**src/sv/srrw_pkg.sv**
```systemverilog
// Shared definitions for the selective-repeat receive window.
// Holds field widths, command codes and ack length constants; no dependencies.
package srrw_pkg;

   localparam int unsigned WINDOW_LOG2_DEFAULT = 4;
   localparam int unsigned SEQ_W         = 16;
   localparam int unsigned ID_W          = 12;
   localparam int unsigned MASK_W        = 64;
   localparam int unsigned ACK_BYTES_W   = 4;
   localparam int unsigned ACK_MAX_BYTES = 10;
   localparam int unsigned ACK_HDR_BYTES = 2;

   typedef enum logic [2:0] {
      CMD_CONNECT = 3'd0,
      CMD_PACKET  = 3'd1,
      CMD_RELEASE = 3'd2,
      CMD_ACK     = 3'd3,
      CMD_CLOSE   = 3'd4,
      CMD_RESET   = 3'd5
   } cmd_type;

endpackage

```
**src/sv/selective_repeat_receive_window.sv**
```systemverilog
// Receive window of a selective-repeat link with a slot-walking sequencer; uses srrw_pkg.
// Steps: connect, close, release, reset, dropped packets and empty ack polls go to finish;
// a placed packet passes extend if beyond the window, place, advance if it was oldest-unacked
// and trim once input is closed; an ack reply walks the slots after oldest-unacked.
// One word at a time: busy stays high until the result strobe; the receiver cannot stall.
// Synchronous reset empties the window and clears the connection, done, end-of-stream and ack-pending flags.
module selective_repeat_receive_window #(
   parameter int unsigned WINDOW_LOG2 = srrw_pkg::WINDOW_LOG2_DEFAULT
) (
   input  logic                                clock,
   input  logic                                reset,
   input  logic                                start,
   output logic                                busy,
   input  logic [2:0]                          req_cmd,
   input  logic [srrw_pkg::ID_W-1:0]           req_packet_id,
   input  logic                                req_final_flag,
   input  logic [srrw_pkg::SEQ_W-1:0]          req_start_seq,
   output logic                                rsp_valid,
   output logic                                rsp_ack_due,
   output logic                                rsp_new_data,
   output logic                                rsp_window_moved,
   output logic [srrw_pkg::SEQ_W-1:0]          rsp_ack_seq,
   output logic [srrw_pkg::MASK_W-1:0]         rsp_skip_mask,
   output logic [srrw_pkg::ACK_BYTES_W-1:0]    rsp_ack_bytes,
   output logic                                rsp_head_ready,
   output logic                                rsp_head_final,
   output logic                                rsp_stream_ended
);

   localparam int unsigned CAP    = 1 << WINDOW_LOG2;
   localparam int unsigned FILL_W = WINDOW_LOG2 + 1;
   localparam int unsigned SEQ_W  = srrw_pkg::SEQ_W;
   localparam int unsigned ID_W   = srrw_pkg::ID_W;
   localparam int unsigned MASK_W = srrw_pkg::MASK_W;
   localparam int unsigned BIT_W  = $clog2(MASK_W);

   typedef enum logic [2:0] {
      ST_IDLE,
      ST_EXTEND,
      ST_PLACE,
      ST_ADVANCE,
      ST_TRIM,
      ST_WALK,
      ST_FINISH
   } state_type;

   state_type                       state_ff;
   logic                            connected_ff;
   logic [SEQ_W-1:0]                wb_ff;
   logic [FILL_W-1:0]               fill_ff;
   logic [SEQ_W-1:0]                ou_ff;
   logic [CAP-1:0]                  slot_recv_ff;
   logic [CAP-1:0]                  slot_fin_ff;
   logic                            peer_done_ff;
   logic                            self_done_ff;
   logic                            eos_ff;
   logic                            ack_pending_ff;

   logic [SEQ_W-1:0]                seq_ff;
   logic [FILL_W-1:0]               dist_ff;
   logic                            fin_ff;
   logic [SEQ_W-1:0]                p_ff;
   logic [BIT_W-1:0]                bit_ff;
   logic [MASK_W-1:0]               mask_ff;
   logic [SEQ_W-1:0]                aseq_ff;
   logic                            reply_ff;
   logic                            ack_due_ff;
   logic                            new_data_ff;
   logic                            moved_ff;

   logic                            rsp_valid_ff;
   logic                            rsp_ack_due_ff;
   logic                            rsp_new_data_ff;
   logic                            rsp_moved_ff;
   logic [SEQ_W-1:0]                rsp_ack_seq_ff;
   logic [MASK_W-1:0]               rsp_mask_ff;
   logic [srrw_pkg::ACK_BYTES_W-1:0] rsp_bytes_ff;
   logic                            rsp_head_ready_ff;
   logic                            rsp_head_final_ff;
   logic                            rsp_eos_ff;

   logic [WINDOW_LOG2-1:0]          rd_addr;
   logic                            rd_recv;
   logic                            rd_fin;
   logic [ID_W-1:0]                 rel_in;
   logic [SEQ_W-1:0]                ou_off;
   logic [SEQ_W-1:0]                p_off;
   logic                            ou_in_win;
   logic                            p_in_win;
   logic [WINDOW_LOG2-1:0]          ext_idx;
   logic                            head_ready;
   logic [srrw_pkg::ACK_BYTES_W-1:0] bytes_in;

   function automatic logic [srrw_pkg::ACK_BYTES_W-1:0] trim_len(input logic [MASK_W-1:0] m);
      logic [srrw_pkg::ACK_BYTES_W-1:0] lo;
      lo = '0;
      for (int i = MASK_W / 8 - 1; i >= 0; i--) begin
         if (m[8*i +: 8] != 8'd0) begin
            lo = srrw_pkg::ACK_BYTES_W'(i);
         end
      end
      if (m == '0) begin
         return srrw_pkg::ACK_BYTES_W'(srrw_pkg::ACK_HDR_BYTES);
      end
      return srrw_pkg::ACK_BYTES_W'(srrw_pkg::ACK_MAX_BYTES) - lo;
   endfunction

   always_comb begin
      case (state_ff)
         ST_PLACE:   rd_addr = seq_ff[WINDOW_LOG2-1:0];
         ST_ADVANCE: rd_addr = ou_ff[WINDOW_LOG2-1:0];
         ST_WALK:    rd_addr = p_ff[WINDOW_LOG2-1:0];
         default:    rd_addr = wb_ff[WINDOW_LOG2-1:0];
      endcase
   end

   assign rd_recv    = slot_recv_ff[rd_addr];
   assign rd_fin     = slot_fin_ff[rd_addr];
   assign rel_in     = req_packet_id - wb_ff[ID_W-1:0];
   assign ou_off     = ou_ff - wb_ff;
   assign p_off      = p_ff - wb_ff;
   assign ou_in_win  = ou_off < SEQ_W'(fill_ff);
   assign p_in_win   = p_off < SEQ_W'(fill_ff);
   assign ext_idx    = wb_ff[WINDOW_LOG2-1:0] + fill_ff[WINDOW_LOG2-1:0];
   assign head_ready = connected_ff && (fill_ff != '0) && rd_recv;
   assign bytes_in   = reply_ff ? trim_len(mask_ff) : '0;

   always_ff @(posedge clock) begin
      if (reset) begin
         state_ff       <= ST_IDLE;
         connected_ff   <= 1'b0;
         wb_ff          <= '0;
         fill_ff        <= '0;
         ou_ff          <= '0;
         slot_recv_ff   <= '0;
         slot_fin_ff    <= '0;
         peer_done_ff   <= 1'b0;
         self_done_ff   <= 1'b0;
         eos_ff         <= 1'b0;
         ack_pending_ff <= 1'b0;
         rsp_valid_ff   <= 1'b0;
      end else begin
         rsp_valid_ff <= 1'b0;
         case (state_ff)
            ST_IDLE: begin
               if (start) begin
                  ack_due_ff  <= 1'b0;
                  new_data_ff <= 1'b0;
                  moved_ff    <= 1'b0;
                  reply_ff    <= 1'b0;
                  aseq_ff     <= '0;
                  mask_ff     <= '0;
                  fin_ff      <= req_final_flag;
                  state_ff    <= ST_FINISH;
                  case (srrw_pkg::cmd_type'(req_cmd))
                     srrw_pkg::CMD_CONNECT: begin
                        wb_ff        <= req_start_seq;
                        ou_ff        <= req_start_seq;
                        fill_ff      <= '0;
                        connected_ff <= 1'b1;
                     end
                     srrw_pkg::CMD_PACKET: begin
                        seq_ff  <= wb_ff + SEQ_W'(rel_in);
                        dist_ff <= FILL_W'(rel_in);
                        if (connected_ff) begin
                           if (rel_in[ID_W-1]) begin
                              ack_pending_ff <= 1'b1;
                              ack_due_ff     <= 1'b1;
                           end else if (rel_in < ID_W'(fill_ff)) begin
                              state_ff <= ST_PLACE;
                           end else if (!peer_done_ff && rel_in < ID_W'(CAP)) begin
                              state_ff <= ST_EXTEND;
                           end
                        end
                     end
                     srrw_pkg::CMD_RELEASE: begin
                        if (head_ready) begin
                           wb_ff    <= wb_ff + SEQ_W'(1);
                           fill_ff  <= fill_ff - FILL_W'(1);
                           moved_ff <= 1'b1;
                           if (rd_fin) begin
                              eos_ff <= 1'b1;
                           end
                        end
                     end
                     srrw_pkg::CMD_ACK: begin
                        if (ack_pending_ff) begin
                           ack_pending_ff <= 1'b0;
                           reply_ff       <= 1'b1;
                           aseq_ff        <= ou_ff;
                           p_ff           <= ou_ff + SEQ_W'(1);
                           bit_ff         <= BIT_W'(MASK_W - 1);
                           state_ff       <= ST_WALK;
                        end
                     end
                     srrw_pkg::CMD_CLOSE: begin
                        self_done_ff <= 1'b1;
                        if (fill_ff != '0) begin
                           moved_ff <= 1'b1;
                           wb_ff    <= wb_ff + SEQ_W'(fill_ff);
                           fill_ff  <= '0;
                        end
                     end
                     srrw_pkg::CMD_RESET: begin
                        connected_ff   <= 1'b0;
                        wb_ff          <= '0;
                        fill_ff        <= '0;
                        ou_ff          <= '0;
                        peer_done_ff   <= 1'b0;
                        self_done_ff   <= 1'b0;
                        eos_ff         <= 1'b0;
                        ack_pending_ff <= 1'b0;
                     end
                     default: begin
                     end
                  endcase
               end
            end
            ST_EXTEND: begin
               slot_recv_ff[ext_idx] <= 1'b0;
               slot_fin_ff[ext_idx]  <= 1'b0;
               fill_ff               <= fill_ff + FILL_W'(1);
               if (fill_ff == dist_ff) begin
                  state_ff <= ST_PLACE;
               end
            end
            ST_PLACE: begin
               if (!rd_recv) begin
                  slot_recv_ff[rd_addr] <= 1'b1;
                  slot_fin_ff[rd_addr]  <= fin_ff;
               end
               if (fin_ff) begin
                  peer_done_ff <= 1'b1;
               end
               ack_pending_ff <= 1'b1;
               ack_due_ff     <= 1'b1;
               if (seq_ff == ou_ff) begin
                  ou_ff    <= ou_ff + SEQ_W'(1);
                  state_ff <= ST_ADVANCE;
               end else begin
                  state_ff <= ST_FINISH;
               end
            end
            ST_ADVANCE: begin
               if (ou_in_win && rd_recv) begin
                  ou_ff <= ou_ff + SEQ_W'(1);
               end else if (self_done_ff) begin
                  state_ff <= ST_TRIM;
               end else begin
                  new_data_ff <= 1'b1;
                  state_ff    <= ST_FINISH;
               end
            end
            ST_TRIM: begin
               if (fill_ff != '0 && ou_off != '0 && !ou_off[SEQ_W-1]) begin
                  if (ou_off < SEQ_W'(fill_ff)) begin
                     wb_ff   <= ou_ff;
                     fill_ff <= fill_ff - FILL_W'(ou_off);
                  end else begin
                     wb_ff   <= wb_ff + SEQ_W'(fill_ff);
                     fill_ff <= '0;
                  end
               end
               state_ff <= ST_FINISH;
            end
            ST_WALK: begin
               if (p_in_win) begin
                  mask_ff[bit_ff] <= rd_recv;
                  p_ff            <= p_ff + SEQ_W'(1);
                  bit_ff          <= bit_ff - BIT_W'(1);
                  if (bit_ff == '0) begin
                     state_ff <= ST_FINISH;
                  end
               end else begin
                  state_ff <= ST_FINISH;
               end
            end
            ST_FINISH: begin
               rsp_valid_ff      <= 1'b1;
               rsp_ack_due_ff    <= ack_due_ff;
               rsp_new_data_ff   <= new_data_ff;
               rsp_moved_ff      <= moved_ff;
               rsp_ack_seq_ff    <= aseq_ff;
               rsp_mask_ff       <= mask_ff;
               rsp_bytes_ff      <= bytes_in;
               rsp_head_ready_ff <= head_ready;
               rsp_head_final_ff <= head_ready && rd_fin;
               rsp_eos_ff        <= eos_ff;
               state_ff          <= ST_IDLE;
            end
            default: begin
               state_ff <= ST_IDLE;
            end
         endcase
      end
   end

   assign busy             = (state_ff != ST_IDLE);
   assign rsp_valid        = rsp_valid_ff;
   assign rsp_ack_due      = rsp_ack_due_ff;
   assign rsp_new_data     = rsp_new_data_ff;
   assign rsp_window_moved = rsp_moved_ff;
   assign rsp_ack_seq      = rsp_ack_seq_ff;
   assign rsp_skip_mask    = rsp_mask_ff;
   assign rsp_ack_bytes    = rsp_bytes_ff;
   assign rsp_head_ready   = rsp_head_ready_ff;
   assign rsp_head_final   = rsp_head_final_ff;
   assign rsp_stream_ended = rsp_eos_ff;

   a_fill_bound: assert property (@(posedge clock) disable iff (reset)
      fill_ff <= FILL_W'(CAP))
      else $error("window fill exceeds slot count");

   a_strobe_idle: assert property (@(posedge clock) disable iff (reset)
      rsp_valid |-> !busy && $past(state_ff == ST_FINISH))
      else $error("result strobe not preceded by finish");

   a_final_ready: assert property (@(posedge clock) disable iff (reset)
      rsp_valid && rsp_head_final |-> rsp_head_ready)
      else $error("head final without head ready");

   a_bytes_range: assert property (@(posedge clock) disable iff (reset)
      rsp_valid && rsp_ack_bytes != '0 |->
         rsp_ack_bytes >= srrw_pkg::ACK_BYTES_W'(srrw_pkg::ACK_HDR_BYTES) &&
         rsp_ack_bytes <= srrw_pkg::ACK_BYTES_W'(srrw_pkg::ACK_MAX_BYTES))
      else $error("ack length out of range");

   a_walk_clears_pending: assert property (@(posedge clock) disable iff (reset)
      state_ff == ST_WALK |-> !ack_pending_ff && reply_ff)
      else $error("ack walk with pending flag still set");

endmodule
```
**config.mk**
```make
export PLATFORM = sky130hd
export DESIGN_NAME = selective_repeat_receive_window
export DESIGN_NICKNAME = d
export VERILOG_FILES = /design/src/sv/srrw_pkg.sv /design/src/sv/selective_repeat_receive_window.sv
export SDC_FILE = /design/constraint.sdc
export NUM_CORES = 1
export LEC_CHECK = 0
export BUFFER_PORTS_ARGS = -buffer_cell sky130_fd_sc_hd__buf_4
export CELL_PAD_IN_SITES_DETAIL_PLACEMENT = 1
export CELL_PAD_IN_SITES_GLOBAL_PLACEMENT = 1
export CORE_AREA = 2 2 230 232
export CTS_BUF_LIST = sky130_fd_sc_hd__clkbuf_4 sky130_fd_sc_hd__clkbuf_8 sky130_fd_sc_hd__clkbuf_16
export DETAILED_ROUTE_END_ITERATION = 8
export DIE_AREA = 0 0 232 234
export PLACE_DENSITY = 0.7
export SLEW_MARGIN = 10
export SYNTH_ARGS = -nofsm -noshare
export SYNTH_HDL_FRONTEND = slang
export SYNTH_SLANG_ARGS = --single-unit
export TNS_END_PERCENT = 10
```
**constraint.sdc**
```tcl
create_clock -name clock -period 24.7 [get_ports clock]
set_input_delay 1.235 -clock clock [delete_from_list [all_inputs] [get_ports clock]]
set_output_delay 1.235 -clock clock [all_outputs]
set_load 0.01 [all_outputs]
```
### After elaboration in Yosys (flattened, before gate mapping)

Cells that the tools add are included.

| storage, ports and cells | value |
|---|---|
| bits in registers | 296 |
| logic and storage cells | 257 |

| cells by class | value |
|---|---|
| bitwise logic cells | 5 |
| muxes and demuxes | 102 |
| $lt $le $gt $ge | 10 |
| equality and inequality tests | 37 |
| reduce and logical (&&, ||, !) cells | 57 |
| add/subtract/negate cells | 14 |

Operator list:

| kind | count |
|---|---|
| $mux 16 | 14 |
| $pmux 16 s2 | 5 |
| $mux 64 | 2 |
| $pmux 64 s2 | 1 |
| $bwmux 64 | 1 |
| $logic_not 64->1 | 1 |
| $pmux 16 s4 | 1 |
| $reduce_bool 8->1 | 8 |
| $add 16x1->16 const B | 3 |
| $pmux 16 s3 | 1 |
| $mux 4 | 9 |
| $mux 3 | 11 |
| $and 16x16->16 | 2 |
| $lt 16x5->1 | 2 |
| $sub 16x16->16 | 2 |
| $pmux 5 s3 | 2 |
| $ne 2x2->1 const B | 13 |
| $mux 1 | 25 |
| $mux 5 | 5 |
| $mux 6 | 4 |
| $reduce_and 5->1 | 4 |
| $pmux 1 s2 | 9 |
| $pmux 3 s6 | 1 |
| $reduce_and 6->1 | 3 |
| other kinds (49) | 96 |

### Logic depth before layout (Yosys ltp)

Gate-level depths: netlist of the first run.

| logic depth | value |
|---|---|
| depth after elaboration | 11 |
| depth in mapped cells | 18 |
| depth with buffers taken out | 17 |

### Least setup slack after synthesis of the first run

No wires, ideal clock.

| timing path | value |
|---|---|
| kind | input to register |
| from | input reset |
| to | register rsp_bytes_ff (netlist bit rsp_ack_bytes[0]), enable pin |
| data required time | 23.908 ns |
| stages on the path | 3 |
| buffers on the path | 2 |
| library setup time | 0.792 ns |
| arrival time | 10.833 ns |
| slack | 13.075 ns |
| cell sequence | clkbuf_1 clkbuf_1 nor4b_1 |

| between the ends | value |
|---|---|
| word-level cells in the longest chain between the ends | 2 |

Ends and longest elaborated chain:

| what | RTL line | text |
|---|---|---|
| start: declaration | selective_repeat_receive_window.sv:11 | `input logic reset,` |
| $not 1->1 (no line) | - |  |
| $reduce_and 2->1 (no line) | - |  |
| end signal: assignment | selective_repeat_receive_window.sv:285 | `rsp_bytes_ff <= bytes_in;` |
| end: declaration | selective_repeat_receive_window.sv:77 | `logic [srrw_pkg::ACK_BYTES_W-1:0] rsp_bytes_ff;` |

No other way between the ends.
A chain may end at the register's enable or synchronous reset.

### Final worst setup path of the first run

| timing path | value |
|---|---|
| from | register wb_ff[1] |
| to | register p_ff[11], enable pin |

| between the ends | value |
|---|---|
| word-level cells in the longest chain between the ends | 4 |

Ends and longest elaborated chain:

| what | RTL line | text |
|---|---|---|
| start: declaration | selective_repeat_receive_window.sv:49 | `logic [SEQ_W-1:0] wb_ff;` |
| start signal: assignment | selective_repeat_receive_window.sv:157 | `wb_ff <= req_start_seq;` |
| start signal: assignment | selective_repeat_receive_window.sv:178 | `wb_ff <= wb_ff + SEQ_W'(1);` |
| start signal: assignment | selective_repeat_receive_window.sv:200 | `wb_ff <= wb_ff + SEQ_W'(fill_ff);` |
| $sub 16x16->16 | selective_repeat_receive_window.sv:121 | `assign p_off = p_ff - wb_ff;` |
| $lt 16x5->1 | selective_repeat_receive_window.sv:123 | `assign p_in_win = p_off < SEQ_W'(fill_ff);` |
| $ne 2x2->1 (no line) | - |  |
| $reduce_and 6->1 (no line) | - |  |
| end signal: assignment | selective_repeat_receive_window.sv:191 | `p_ff <= ou_ff + SEQ_W'(1);` |
| end signal: assignment | selective_repeat_receive_window.sv:269 | `p_ff <= p_ff + SEQ_W'(1);` |
| end: declaration | selective_repeat_receive_window.sv:62 | `logic [SEQ_W-1:0] p_ff;` |

No other way between the ends.

==> results of run 1 <==
[cell type report]
class / instances / area, sq um / area share, %
Tap cell: 688 / 861 / 4.15
Timing Repair Buffer: 141 / 1060 / 5.11
Clock buffer: 46 / 1000 / 4.82
Clock inverter: 18 / 283 / 1.36
Sequential cell: 296 / 8110 / 39.1
Multi-Input combinational cell: 1392 / 9170 / 44.2
Inverter: 65 / 244 / 1.18
Antenna cell: 1 / 2.50 / 0.0121
[power by group through the flow]
| stage | clock network [uW] | logic (uW) | registers, uW |
|---|---|---|---|
| after floorplan | 0 | 827 | 673 |
| after global placement | 0 | 1070 | 716 |
| after detailed placement | 0 | 1110 | 719 |
| after CTS | 589 | 1110 | 709 |
| after global routing | 606 | 1220 | 718 |
| final | 577 | 1120 | 711 |
[state kept, by name, summed over array words and instances (netlist names), 3 cells and up]
signal,cells
mask_ff,64
dist_ff,5
ou_ff,16
aseq_ff,16
wb_ff,16
p_ff,16
rsp_skip_mask,64
rsp_ack_seq,16
slot_recv_ff,16
state_ff,3
slot_fin_ff,16
bit_ff,6
seq_ff,16
rsp_ack_bytes,4
fill_ff,5
[cells by family after synthesis]
family,count (synthesis),synth area share (%)
XOR/XNOR,120,5.86
flip-flops,296,45.2
AND/OR/NAND/NOR,657,17.1
buffers and inverters,170,3.92
multiplexers,44,2.86
adder cells (fa/ha/maj),88,6.39
AO/OA/AOI/OAI,483,18.8
[routing by layer]
layer  GRT usage, %  vias to the layer above  share of wire [%]
met3           3.28                      114                5.5
met2           35.9                      440                 46
li1               -                     7031                  -
met5              0                        -                  0
met4           7.33                        0                3.1
met1           28.8                     7446                 45
[worst min path at each step]
stage | to | slack [ns] | cells past startpoint
4_1_cts | rsp_ack_seq[0] | 0.42 | 0
6_report | rsp_ack_seq[0] | 0.42 | 0
3_3_place_gp | rsp_ack_seq[5] | 0.41 | 0
5_1_grt | rsp_ack_seq[15] | 0.43 | 0
2_1_floorplan | rsp_ack_due | 0.40 | 0
3_5_place_dp | rsp_ack_seq[11] | 0.41 | 0
[synthesized netlist by cell type (11+ instances only)]
cell type    n
nor2_1     269
edfxtp_1   218
nand2_1    122
a21oi_1    113
ha_1        82
a211oi_1    81
xnor2_1     79
dfxtp_1     78
o21ai_0     77
clkbuf_1    76
inv_1       64
nand3_1     64
o211ai_1    46
nor3_1      42
xor2_1      41
mux2i_1     31
and2_1      24
a21o_1      21
nor4_1      21
nand2b_1    17
nor2b_1     17
o21a_1      15
buf_1       14
o311ai_0    13
or3_1       13
nand4_1     12
and3_1      11
[worst max-delay path, cell delays in order, from the launching register on]
cell and delay (ns):
dfxtp_1 0.64, inv_1 0.36, fa_1 0.54, a21oi_1 0.22
inv_1 0.06, a21oi_1 0.17, xnor2_1 0.10, ha_1 0.18
a2111oi_0 0.32, nand3_1 0.11, a2111oi_0 0.39, nand4_1 0.18
or3_1 0.39, a21oi_4 0.16, buf_4 0.70, nor3b_2 0.29
buf_4 0.33
[metrics by stage]
| step | power, uW | hold slack [ns] | instances |
|---|---|---|---|
| 2_1_floorplan | 1500 | 0.400 | 1858 |
| 6_report | 2410 | 0.417 | 2647 |
| 3_5_place_dp | 1830 | 0.408 | 2582 |
| 5_1_grt | 2550 | 0.428 | 2646 |
| 3_3_place_gp | 1780 | 0.405 | 2582 |
| 4_1_cts | 2410 | 0.417 | 2646 |
==> flow_metrics.tcl, run 1 <==
set metrics [dict create \
    status "finished clean" \
    ys_warn_count 0 \
    hold_viol_final 0 \
    hp-class "reg -> reg" \
    syn2layout_area_growth_pct 15.5 \
    reg2reg_from "wb_ff[1]" \
    r2r_end "p_ff[11]" \
    power_density_nw_per_um2 116 \
    placed_area_sq_um 19400 \
    ant_nets 0 \
    ys_seq_elements 296 \
    synthesis.nets 1981 \
    cp-end-kind "flop" \
    fillCellCount 5898 \
    nets 2054 \
    dpl.hpwl_um 43500 \
    fin_area_sq_um 20700 \
    cts_buffer_depth 3 \
    synth.area.top_cells "edfxtp_1, dfxtp_1, ha_1" \
    r2r.worst_path.cells 16 \
    wl_per_cell_um 22.4 \
    tns_ns 0 \
    p_clk_share_pct 23.9 \
    synth_largest_area_cell "edfxtp_1" \
    power.leakage_uw 0.00741 \
    final_util_pct 39.8 \
    crit_fanout 65 \
    clk_pin_slew_ns 0.06 \
    pin_count 127 \
    cts_made_buffers 35 \
    yosys_most_used_dff "edfxtp_1" \
    post_cts_buffers 0 \
    syn_area_sq_um 17900 \
    drtPass1Iterations 5 \
    grt_max_degree 95 \
    hold_buffers 0 \
    die_w_um 232 \
    worstHoldStart "aseq_ff[0]" \
    grt_pass1_wl_um 91000 \
    startpoint "wb_ff[1]" \
    clk_latency_ns 0.57 \
    synth_edf_count 218 \
    antenna_found_initial 1 \
    postCtsResizedCells 0 \
    ys_async_sr_fraction_pct 0 \
    vias_per_cell 5.68 \
    start_util_pct 34.5 \
    path_class "reg -> reg" \
    crit_end "p_ff[11]" \
    syn_area_per_cell_sq_um 9.66 \
    clock_skew_ns 0.0265 \
    rsz0062_at_grt "false" \
    core-area_sq_um 52000 \
    drt_iter0_drc 1031 \
    cp.arrival_ns 5.78 \
    wl_um 59200 \
    setup_viol 0 \
    drc 0 \
    synth_top_area_share_pct 36.5 \
    max_slew_margin_pct 16.7 \
    max_cap_violations 0 \
    place_ws_ns 19.22 \
    tightest_slew_ns 1.25 \
    netlist_instances 1858 \
    cts_root_buffer "clkbuf_16" \
    reg2reg_setup_slack_ns 19.14 \
    final_cell_mix "nor2_1, edfxtp_1, buf_4, nand2_1, a21oi_1" \
    grt_pass1_vias 15300 \
    slew_violations 0 \
    seq_power_share_pct 29.5 \
    drive_above_1_share_pct 13.2 \
    intPower_uw 1380 \
    max_freq_mhz 180 \
    vias 15000 \
    worstSetupStartpointType "flop" \
    layout_commonest_cell "nor2_1" \
    gp_congestion 0.930 \
    finalCriticalPeriod_ns 5.56 \
    grt_overflow_total 0 \
    cts.sinks 296 \
    power_frac_comb_pct 46.5 \
    row_count 84 \
    vdd_drop_max_mv 0.0545 \
    cts_tree "done" \
    portBuffers 126 \
    synth-seq-area-share_pct 45.2 \
    fin_crit_sh_pct 22.5 \
    critPathRequiredTime_ns 24.92 \
    synth_cell_type_count 90 \
    timing.final.ws_setup_ns 19.14 \
    p_sw_uw 1020 \
    die_area_sq_um 54300 \
    netSwitchingFraction_pct 42.6 \
    track_usage_pct 21.6 \
    htreeDepth 2 \
    die_y_um 234 \
]
Power figures use the tool's default switching activity.
==> inputs of run 2 (changes only) <==
--- a/config.mk
+++ b/config.mk
@@ -12,7 +12,7 @@
 export CTS_BUF_LIST = sky130_fd_sc_hd__clkbuf_4 sky130_fd_sc_hd__clkbuf_8 sky130_fd_sc_hd__clkbuf_16
 export DETAILED_ROUTE_END_ITERATION = 8
 export DIE_AREA = 0 0 232 234
-export PLACE_DENSITY = 0.7
+export PLACE_DENSITY = 0.72
 export SLEW_MARGIN = 10
 export SYNTH_ARGS = -nofsm -noshare
 export SYNTH_HDL_FRONTEND = slang
==> constraint.sdc (replaced) <==
create_clock -name clock -period 5.1 [get_ports clock]
set_input_delay 0.255 -clock clock [delete_from_list [all_inputs] [get_ports clock]]
set_output_delay 0.255 -clock clock [all_outputs]
set_load 0.01 [all_outputs]
==> run 2 against run 1 <==
Compared with the run above: cell count grew 1.1%; wire length rose by 1.2%; global-route usage increased by 0.23 points; power grew to 4.8 times the previous value; hold slack got worse by 0.37 ns; non-clock buffer count up 30; clock skew grew 0.012 ns.
==> flow_metrics.tcl, run 2 (synthesis results as in run 1) <==
set metrics [dict create \
    status "finished clean" \
    postCtsResizedCells 0 \
    power_frac_comb_pct 49.2 \
    cts.sinks 296 \
    setup_viol 0 \
    placed_area_sq_um 19700 \
    reg2reg_setup_slack_ns 0.50 \
    power_density_nw_per_um2 554 \
    p_clk_share_pct 22.3 \
    top_layer_used "met4" \
    dpl.hpwl_um 44700 \
    tightest_slew_ns 1.22 \
    cts_root_buffer "clkbuf_16" \
    start_util_pct 34.5 \
    wl_met1_um 26400 \
    layout_commonest_cell "nor2_1" \
    diodes 0 \
    clock_skew_ns 0.0384 \
    max_cap_violations 0 \
    cts_made_buffers 36 \
    intPower_uw 6620 \
    finalCriticalPeriod_ns 4.60 \
    netSwitchingFraction_pct 42.8 \
    ant_nets 0 \
    worstSetupStartpointType "flop" \
    critPathRequiredTime_ns 5.33 \
    hp-class "in -> reg" \
    grt_max_degree 89 \
    drive_above_1_share_pct 14.5 \
    wl_met3_um 3390 \
    fin_crit_sh_pct 90.1 \
    seq_power_share_pct 28.6 \
    syn2layout_area_growth_pct 16.4 \
    nets 2085 \
    cts_buffer_depth 3 \
    portBuffers 126 \
    power.total_uw 11600 \
    cpMaxStageDelayCell "dfxtp_1" \
    drt_iter0_drc 1165 \
    hold_viol_final 0 \
    max_freq_mhz 218 \
    tns_ns 0 \
    p_sw_uw 4960 \
    cp_top_family "compound AO/OA/AOI/OAI gates" \
    htreeDepth 2 \
    path_cells "buf_4, ha_1, inv_1, fa_1, a21oi_1, inv_1, a21oi_1, xnor2_1, ha_1, a2111oi_0, nand3_1, a2111oi_0, nand4_1, or3_1, a21oi_4, nor3b_2, buf_4" \
    core-area_sq_um 52000 \
    vdd_drop_max_mv 0.242 \
    die_w_um 232 \
    grt_pass1_wl_um 92100 \
    pin_count 127 \
    cts_tree "done" \
    clk_latency_ns 0.57 \
    final_cell_mix "nor2_1, edfxtp_1, buf_4, nand2_1, a21oi_1" \
    max_slew_margin_pct 18.6 \
    drc 0 \
    grt_overflow_total 0 \
    slew_violations 0 \
    clk_pin_slew_ns 0.06 \
    path_class "reg -> reg" \
    vias 15300 \
    cp.arrival_ns 4.83 \
    cp-end-kind "flop" \
    gp_congestion 0.919 \
    rsz0062_at_grt "false" \
    slowest_delay_ns 0.47 \
    vias_per_cell 5.71 \
    die_y_um 234 \
    worst-path-buf-inv 4 \
    met2_length_um 28100 \
    track_usage_pct 21.8 \
    fin_area_sq_um 20900 \
    wl_um 59900 \
    post_cts_buffers 0 \
    crit_fanout 12 \
    final_util_pct 40.2 \
    wl_per_cell_um 22.4 \
    drtPass1Iterations 5 \
    antenna_found_initial 0 \
    row_count 84 \
    power.leakage_uw 0.00753 \
    die_area_sq_um 54300 \
    grt_pass1_vias 15700 \
]
## run 2: worst paths after layout
check,startpoint,end,cells after the start
min,req_cmd[0],ack_pending_ff,2
min reg2reg,ack_due_ff,rsp_ack_due,0
max,wb_ff[0],p_ff[12],17
max reg2reg,wb_ff[0],p_ff[12],17
## run 2: cell type report
cell class	instances	area (sq um)
Fill cell	5872	31100
Multi-Input combinational cell	1392	9180
Sequential cell	296	8110
Timing Repair Buffer	171	1310
Clock buffer	42	952
Tap cell	688	861
Inverter	65	244
Clock inverter	23	230
## run 2: routing by layer
layer  global-route usage (%)  vias up
met5                        0        -
li1                         -     7099
met4                     8.53        0
met2                     36.2      454
met3                     3.02      116
met1                     28.9     7624
## run 2: per-stage QoR
step / setup slack, ns / hold slack, ns / std cells
after floorplan: -1.30 / 0.354 / 1858
after CTS: 0.530 / 0.0191 / 2677
after global routing: 0.0995 / 0.0558 / 2677
final: 0.503 / 0.0486 / 2677
after detailed placement: 0.555 / 0.406 / 2611
after global placement: 0.791 / 0.403 / 2611
## run 2: repair_timing
item / CTS / global route
hold endpoints to repair: 1 / 0
endpoints found under the setup margin: 0 / 0
hold buffers: 1 / 0
## run 2: worst register-to-register path, cell delays in order (launching register included)
cell and delay (ns):
dfxtp_1 0.47, buf_4 0.24, ha_1 0.21, inv_1 0.06, fa_1 0.42, a21oi_1 0.20, inv_1 0.06, a21oi_1 0.17
xnor2_1 0.09, ha_1 0.20, a2111oi_0 0.36, nand3_1 0.12, a2111oi_0 0.43, nand4_1 0.16, or3_1 0.38, a21oi_4 0.20
nor3b_2 0.23, buf_4 0.26
## run 2: power groups by stage
stage	clock, uW	combinational, uW	sequential [uW]
detailed placement	0	5600	3340
finish	2580	5690	3300
CTS	2630	5630	3300
global placement	0	5410	3330
floorplan	0	4010	3240
global route	2720	6200	3340
==> inputs of run 3 (changes only) <==
==> constraint.sdc (replaced) <==
create_clock -name clock -period 3.7 [get_ports clock]
set_input_delay 0.185 -clock clock [delete_from_list [all_inputs] [get_ports clock]]
set_output_delay 0.185 -clock clock [all_outputs]
set_load 0.01 [all_outputs]
==> run 3 against run 2 <==
Compared with the run above: the flow now finishes with violations (setup timing); setup slack worse by 0.75 ns; utilization grew 2.9 points; design area grew 7.3%; power is 53% higher; clock power rose by 36%; critical path depth fell by 2; combinational power is 71% higher; hold slack got worse by 0.038 ns; non-clock buffer count up 151; die area stayed put; cell count grew 5.7%; sequential cell count unchanged.
==> flow_metrics.tcl, run 3 (synthesis results as in run 1) <==
set metrics [dict create \
    status "complete, but fails checks" \
    failed_checks "setup timing" \
    core-area_sq_um 52000 \
    cp_top_family "compound AO/OA/AOI/OAI gates" \
    die_w_um 232 \
    grt_pass1_wl_um 96800 \
    vias_per_cell 5.62 \
    grt_use_met3_pct 3.87 \
    tns_ns -12.41 \
    final_cell_mix "buf_4, nor2_1, edfxtp_1, nand2_1, a21oi_1" \
    track_usage_pct 23.1 \
    max_freq_mhz 253 \
    grt_pass1_vias 16700 \
    reg2reg_setup_slack_ns -0.25 \
    slew_violations 0 \
    syn2layout_area_growth_pct 24.8 \
    layout_commonest_cell "buf_4" \
    multi_input_area_sq_um 9380 \
    diodes 0 \
    cts_tree "done" \
    drive_above_1_share_pct 22.1 \
    path_cells "buf_4, ha_4, buf_4, nor2b_1, o21a_1, o21ai_0, a2111oi_1, o21ai_0, a2111oi_2, nand4_1, or3_4, a21oi_4, nor3b_4, buf_6, clkbuf_16" \
    cts_made_buffers 36 \
    hold_viol_final 0 \
    wl_per_cell_um 22.3 \
    fin_crit_sh_pct 107 \
    die_y_um 234 \
    met2_usage_pct 38.6 \
    die_area_sq_um 54300 \
    portBuffers 126 \
    worst-path-buf-inv 4 \
    holdWs_ns 0.0109 \
    tightest_slew_ns 1.17 \
    dpl.hpwl_um 47300 \
    setup_viol 101 \
    rsz0062_at_grt "true" \
    grt_max_degree 91 \
    seqCellArea_sq_um 8110 \
    gr-usage-met1_pct 29.7 \
    power_density_nw_per_um2 789 \
    vdd_drop_max_mv 0.356 \
    clk_latency_ns 0.57 \
    p_sw_uw 7350 \
    finalCriticalPeriod_ns 3.95 \
    max_slew_margin_pct 21.7 \
    power.total_uw 17700 \
    intPower_uw 10300 \
    hp-class "in -> reg" \
    pin_count 127 \
    cp-end-kind "flop" \
    cts_root_buffer "clkbuf_16" \
    cp.arrival_ns 4.22 \
    start_util_pct 34.5 \
    fillCellCount 5887 \
    power_frac_comb_pct 55.1 \
    timing.final.ws_setup_ns -0.246 \
    max_cap_violations 0 \
    slowest_delay_ns 0.62 \
    row_count 84 \
    netSwitchingFraction_pct 41.6 \
    seq_power_share_pct 25.0 \
    wl_um 63200 \
    htreeDepth 2 \
    gp_congestion 0.923 \
    vias 15900 \
    drtPass1Iterations 7 \
    nets 2236 \
    cpMaxStageDelayCell "a2111oi_1" \
    worstSetupStartpointType "flop" \
    clk_pin_slew_ns 0.06 \
    critPathRequiredTime_ns 3.98 \
    clock_skew_ns 0.0199 \
    p_clk_share_pct 19.8 \
    crit_fanout 5 \
    drc 0 \
    power.leakage_uw 0.00838 \
    drt_iter0_drc 942 \
    top_usage_layer "met2" \
    cts.sinks 296 \
    antenna_found_initial 1 \
    ant_nets 0 \
    grt_overflow_total 0 \
    cts_buffer_depth 3 \
    path_class "reg -> reg" \
]
## run 3: worst reg2reg max path: stages (launching register included)
cell       delay [ns]
dfxtp_2          0.32
buf_4            0.15
ha_4             0.16
buf_4            0.12
nor2b_1          0.13
o21a_1           0.18
o21ai_0          0.14
a2111oi_1        0.62
o21ai_0          0.21
a2111oi_2        0.34
nand4_1          0.18
or3_4            0.38
a21oi_4          0.14
nor3b_4          0.26
buf_6            0.16
clkbuf_16        0.15
## run 3: timing repair
action | CTS | global route
hold buffers | 4 | 0
resized for setup | 29 | 30
pin swaps | 11 | 3
setup buffers | 8 | 4
endpoints found under the hold margin | 4 | 0
setup endpoints to repair | 117 | 151
gates cloned | 1 | 2
## run 3: final cells by class
class	instances	share of cell area, %
tap	688	3.84
inverter	65	1.09
sequential	296	36.2
clock inverter	14	0.469
clock buffer	52	4.77
multi-input combinational	1392	41.9
timing repair buffer	322	11.8
## run 3: metrics by stage
step	instances	cell area [sq um]	worst slack [ns]	utilization, %
after floorplan	1858	18000	-1.39	-
after global placement	2744	20800	-0.0614	40.1
after detailed placement	2744	20800	-0.219	40.1
after CTS	2823	22200	-0.133	42.7
after global routing	2829	22400	-0.347	43.1
final	2829	22400	-0.246	43.1
## run 3: power by group through the flow
| stage | clock network [uW] | registers (uW) | logic, uW |
|---|---|---|---|
| 2_1_floorplan | 0 | 4470 | 5580 |
| 3_3_place_gp | 0 | 4460 | 8870 |
| 3_5_place_dp | 0 | 4480 | 9220 |
| 4_1_cts | 3580 | 4420 | 9500 |
| 5_1_grt | 3700 | 4460 | 10600 |
| 6_report | 3510 | 4420 | 9750 |
## run 3: worst paths after layout
kind | from | end | depth (start not counted)
max | wb_ff[0] | p_ff[5] | 15
min reg2reg | ack_due_ff | rsp_ack_due | 0
max reg2reg | wb_ff[0] | p_ff[5] | 15
min | req_start_seq[8] | ou_ff[8] | 5
## run 3: per-layer routing
metal	routed length [um]	share of wire [%]	up-vias
met4	2360	3.7	2
met1	27400	43	7910
li1	-	-	7397
met5	13	0.021	-
met3	3600	5.7	126
met2	29800	47	450
